## config.mk

```make
export PLATFORM = sky130hd
export DESIGN_NAME = ibt_ctrl
export DESIGN_NICKNAME = d
export VERILOG_FILES = /design/src/rtl/core/ibt_pkg.sv /design/src/rtl/core/ibt_ctrl.sv
export SDC_FILE = /design/constraint.sdc
export NUM_CORES = 1
export LEC_CHECK = 0
export ABC_AREA = 1
export BUFFER_PORTS_ARGS = -buffer_cell sky130_fd_sc_hd__buf_2
export CAP_MARGIN = 10
export CORE_AREA = 2 2 39 41
export CTS_CLUSTER_DIAMETER = 40
export CTS_CLUSTER_SIZE = 8
export DETAILED_ROUTE_END_ITERATION = 7
export DIE_AREA = 0 0 41 43
export PLACE_DENSITY = 0.4
export REMOVE_ABC_BUFFERS = 1
export SYNTH_ARGS = -nofsm -noshare
export SYNTH_HDL_FRONTEND = slang
export SYNTH_SLANG_ARGS = --single-unit
```

## constraint.sdc

```tcl
create_clock -name clock -period 1.8 [get_ports clock]
set_clock_uncertainty 0.2 [all_clocks]
set_input_delay 0.36 -clock clock [delete_from_list [all_inputs] [get_ports clock]]
set_output_delay 0.36 -clock clock [all_outputs]
set_load 0.01 [all_outputs]
```

## src/rtl/core/ibt_pkg.sv

```systemverilog
// shared types and constants of the interval booking table
package ibt_pkg;

   localparam int STAMP_W = 32;
   localparam int SLOT_W  = 6;

   // request command codes
   typedef enum logic {
      CMD_INSERT = 1'b0,
      CMD_DELETE = 1'b1
   } ibt_cmd_type;

   // result status codes
   typedef enum logic [2:0] {
      ST_INSERTED  = 3'd0,
      ST_CONFLICT  = 3'd1,
      ST_FULL      = 3'd2,
      ST_DELETED   = 3'd3,
      ST_NOT_FOUND = 3'd4
   } ibt_status_type;

   // one request transfer
   typedef struct packed {
      ibt_cmd_type               command;
      logic signed [STAMP_W-1:0] start_time;
      logic signed [STAMP_W-1:0] end_time;
      logic signed [STAMP_W-1:0] remind_stamp;
   } ibt_req_type;

   // one result transfer
   typedef struct packed {
      ibt_status_type    status;
      logic [SLOT_W-1:0] slot_index;
   } ibt_rsp_type;

   // one table entry as held in the ram
   typedef struct packed {
      logic                      valid;
      logic signed [STAMP_W-1:0] start_time;
      logic signed [STAMP_W-1:0] end_time;
      logic signed [STAMP_W-1:0] remind_stamp;
   } ibt_entry_type;

   // commands from the controller to the datapath
   typedef struct packed {
      logic load;
      logic clear_step;
      logic scan_step;
      logic finish;
   } ibt_ctl_type;

   // status from the datapath to the controller
   typedef struct packed {
      logic hit;
      logic scan_last;
      logic clear_last;
   } ibt_stat_type;

endpackage

```

## src/rtl/core/ibt_ctrl.sv

```systemverilog
// controller: clearing pass, request acceptance and table scan sequencing
module ibt_ctrl (
   input  logic                  clock,
   input  logic                  reset,
   input  logic                  start,
   output logic                  busy,
   output ibt_pkg::ibt_ctl_type  ctl,
   input  ibt_pkg::ibt_stat_type stat
);

   typedef enum logic [1:0] {
      S_CLEAR,
      S_IDLE,
      S_SCAN
   } state_type;

   state_type state_ff, state_in;
   logic      busy_ff, busy_in;

   // next state and commands
   always_comb begin
      state_in = state_ff;
      ctl      = '0;
      unique case (state_ff)
         S_CLEAR: begin
            ctl.clear_step = 1'b1;
            if (stat.clear_last) begin
               state_in = S_IDLE;
            end
         end
         S_IDLE: begin
            if (start) begin
               ctl.load = 1'b1;
               state_in = S_SCAN;
            end
         end
         S_SCAN: begin
            ctl.scan_step = 1'b1;
            if (stat.hit || stat.scan_last) begin
               ctl.finish = 1'b1;
               state_in   = S_IDLE;
            end
         end
         default: begin
            state_in = S_CLEAR;
         end
      endcase
      busy_in = (state_in != S_IDLE);
   end

   // state and registered busy
   always_ff @(posedge clock) begin
      if (reset) begin
         state_ff <= S_CLEAR;
         busy_ff  <= 1'b1;
      end else begin
         state_ff <= state_in;
         busy_ff  <= busy_in;
      end
   end

   assign busy = busy_ff;

endmodule

```

==> key figures <==
Status
  – Status: complete, no violations

Route
  – Final WL: 355 um
  – DRT Pass-1 Iters: 2
  – # DRC: 0
  – DR WL/cell: between 6 and 7 um
  – Initial drt markers: 3
  – Remaining antenna violation count: 0
  – DR vias: 166
  – DR vias/cell: 3.25

Floorplanning
  – I/O pins: 11
  – Die area: between 1500 and 2000 um^2
  – Site Rows: 14
  – Core Footprint: 1380 um^2
  – Die Height: around 43 um
  – Die W: between 40 and 50 um
  – Initial Util: 0.107

CTS
  – Num Clock Sinks: 3
  – Clk_lat worst skew: 0.23 ns
  – Post-CTS Setup Bufs: 0
  – CTS tree: done
  – Num CTS Buffers: 3
  – CTS max path bufs: 2
  – Root Buffer: clkbuf_4
  – Hold buffer count at cts: 0
  – CTS HTree Levels: 1
  – Clk slew on worst S/H paths: 0.04 ns
  – Post_cts resized: 0

Setup path
  – Worst-path fanout max: 4
  – Crit end category: primary output
  – Critical setup path kind: reg2out
  – Worst Setup Start Kind: flip-flop
  – R2R cell count: 5
  – Crit path arrival time: about 0.94 ns
  – Req. time, crit path: approximately 1.2 ns

STA
  – Fin. Hold Viols: 0
  – Final worst setup slack: 0.302 ns
  – Worst slew pin tran: 0.250 ns
  – Period utilization: 0.832
  – Max transition margin: 0.833
  – Hold slack: 0.106 ns
  – Max Clk Rate: 668 MHz
  – RSZ-0062 raised after global routing: false
  – Final setup fails: 0
  – Fin crit period: ~1.5 ns
  – Sum of negative setup slack: 0 ns
  – Count of pins over their slew limit: 0

Global routing
  – Pin count of the biggest net entering global routing: 5
  – Number of global-route vias before repair: 154
  – Initial antenna violation count: 0
  – Total grt overflow: 0
  – GRT Total Usage: 0.0562
  – First-pass GRT wire length: approximately 560 um

Min path
  – Hold Path Depth: 2
  – Hold Path Class: in2reg

Final layout
  – Area Growth Syn to Fin: 65.3%
  – Fill count: between 150 and 200
  – Share of cells above drive strength 1: 0.514
  – ANT cells: 0
  – Final Instance Area: 244 um^2
  – Final net count: 42

Flow run
  – # Max-Cap Violations: 0

Yosys
  – Syn Area/Cell: 7.03 um^2
  – Mapped Cells: 21
  – #FFs+latches synth: 3
  – Synthesized area: about 150 um^2
  – Ys Warns: 0
  – Post-synthesis sequential area ratio: 0.407
  – Synth unique cells: 11

Power
  – Worst vdd ir: ~0.16 mV
  – Power Dens Cells: 934 nW/um^2
  – Leak Pwr: 0.000135 uW

Placement
  – Placed cell area: 218 um^2
  – Detailed placement HPWL: 300 um
  – Buffers added on ports: 10
  – Worst setup slack after placement: between 0.3 and 0.4 ns
  – Gpl congestion: roughly 0.59
-- per-stage QoR --
step,total power (uW),util,std cells
5_1_grt,250,0.176,51
2_1_floorplan,96.4,-,21
6_report,228,0.176,51
4_1_cts,237,0.176,51
3_3_place_gp,113,0.157,47
3_5_place_dp,112,0.157,47
-- layout by cell type, fill, tap and decap left out --
cell type and instances:
inv_1 3, clkbuf_4 3, a21oi_1 1, nor2_2 1
inv_2 2, nand2_2 1, nor2_1 3, nor2_4 1
clkbuf_1 1, nand2_1 3, dfxtp_1 3, nand3_1 2
o21bai_1 1, buf_2 10
-- flip-flops by register name (all words and copies together), names as in the netlist --
register	flops
busy	1
state_ff	2
-- synthesized netlist by cell type --
library cell | count | area [um^2]
nand2_1 | 3 | 11.3
nor2_1 | 3 | 11.3
dfxtp_1 | 3 | 60.1
nand2_2 | 1 | 6.26
nor2_2 | 1 | 6.26
inv_2 | 2 | 7.51
nand3_1 | 2 | 10.0
o21bai_1 | 1 | 7.51
nor2_4 | 1 | 11.3
inv_1 | 3 | 11.3
a21oi_1 | 1 | 5.00
-- worst max-delay path, cell delays in order, from the launching register on --
cell	delay, ns
dfxtp_1	0.38
inv_2	0.05
nand2_2	0.09
nor2_4	0.04
buf_2	0.14
-- per-layer routing --
metal / GRT usage / wire length (um) / vias to the layer above
met3: 0.0157 / 40 / 0
met2: 0.0625 / 183 / 5
met4: 0.100 / 0 / 0
li1: - / - / 89
met1: 0.0577 / 132 / 72
met5: 0 / 0 / -
-- cells by family after synthesis --
| group | after synthesis | share of synthesized area |
|---|---|---|
| compound gates | 2 | 0.0847 |
| simple gates | 11 | 0.381 |
| flops | 3 | 0.407 |
| buf+inv | 5 | 0.127 |
-- worst paths after layout --
check	startpoint	end	slack (ns)
setup / recovery	state_ff[0]	ctl[0]	0.30
hold / removal	reset	state_ff[1]	0.11
setup reg to reg	state_ff[0]	state_ff[0]	0.79
hold reg to reg	state_ff[0]	state_ff[1]	0.37
-- power breakdown --
group | internal [uW] | total, uW | switching [uW]
combinational | 15.6 | 34.5 | 18.9
clock | 83.0 | 118 | 34.6
sequential | 72.0 | 75.8 | 3.84
-- area by class of cell --
class | instances | area, um^2 | share of cell area
timing repair buffer | 10 | 50.0 | 0.205
inverter | 5 | 18.8 | 0.0769
multi-input combinational | 13 | 68.8 | 0.282
clock buffer | 4 | 26.3 | 0.108
tap | 16 | 20.0 | 0.0821
sequential | 3 | 60.1 | 0.246
No activity file was read; power rests on OpenSTA's default activity.
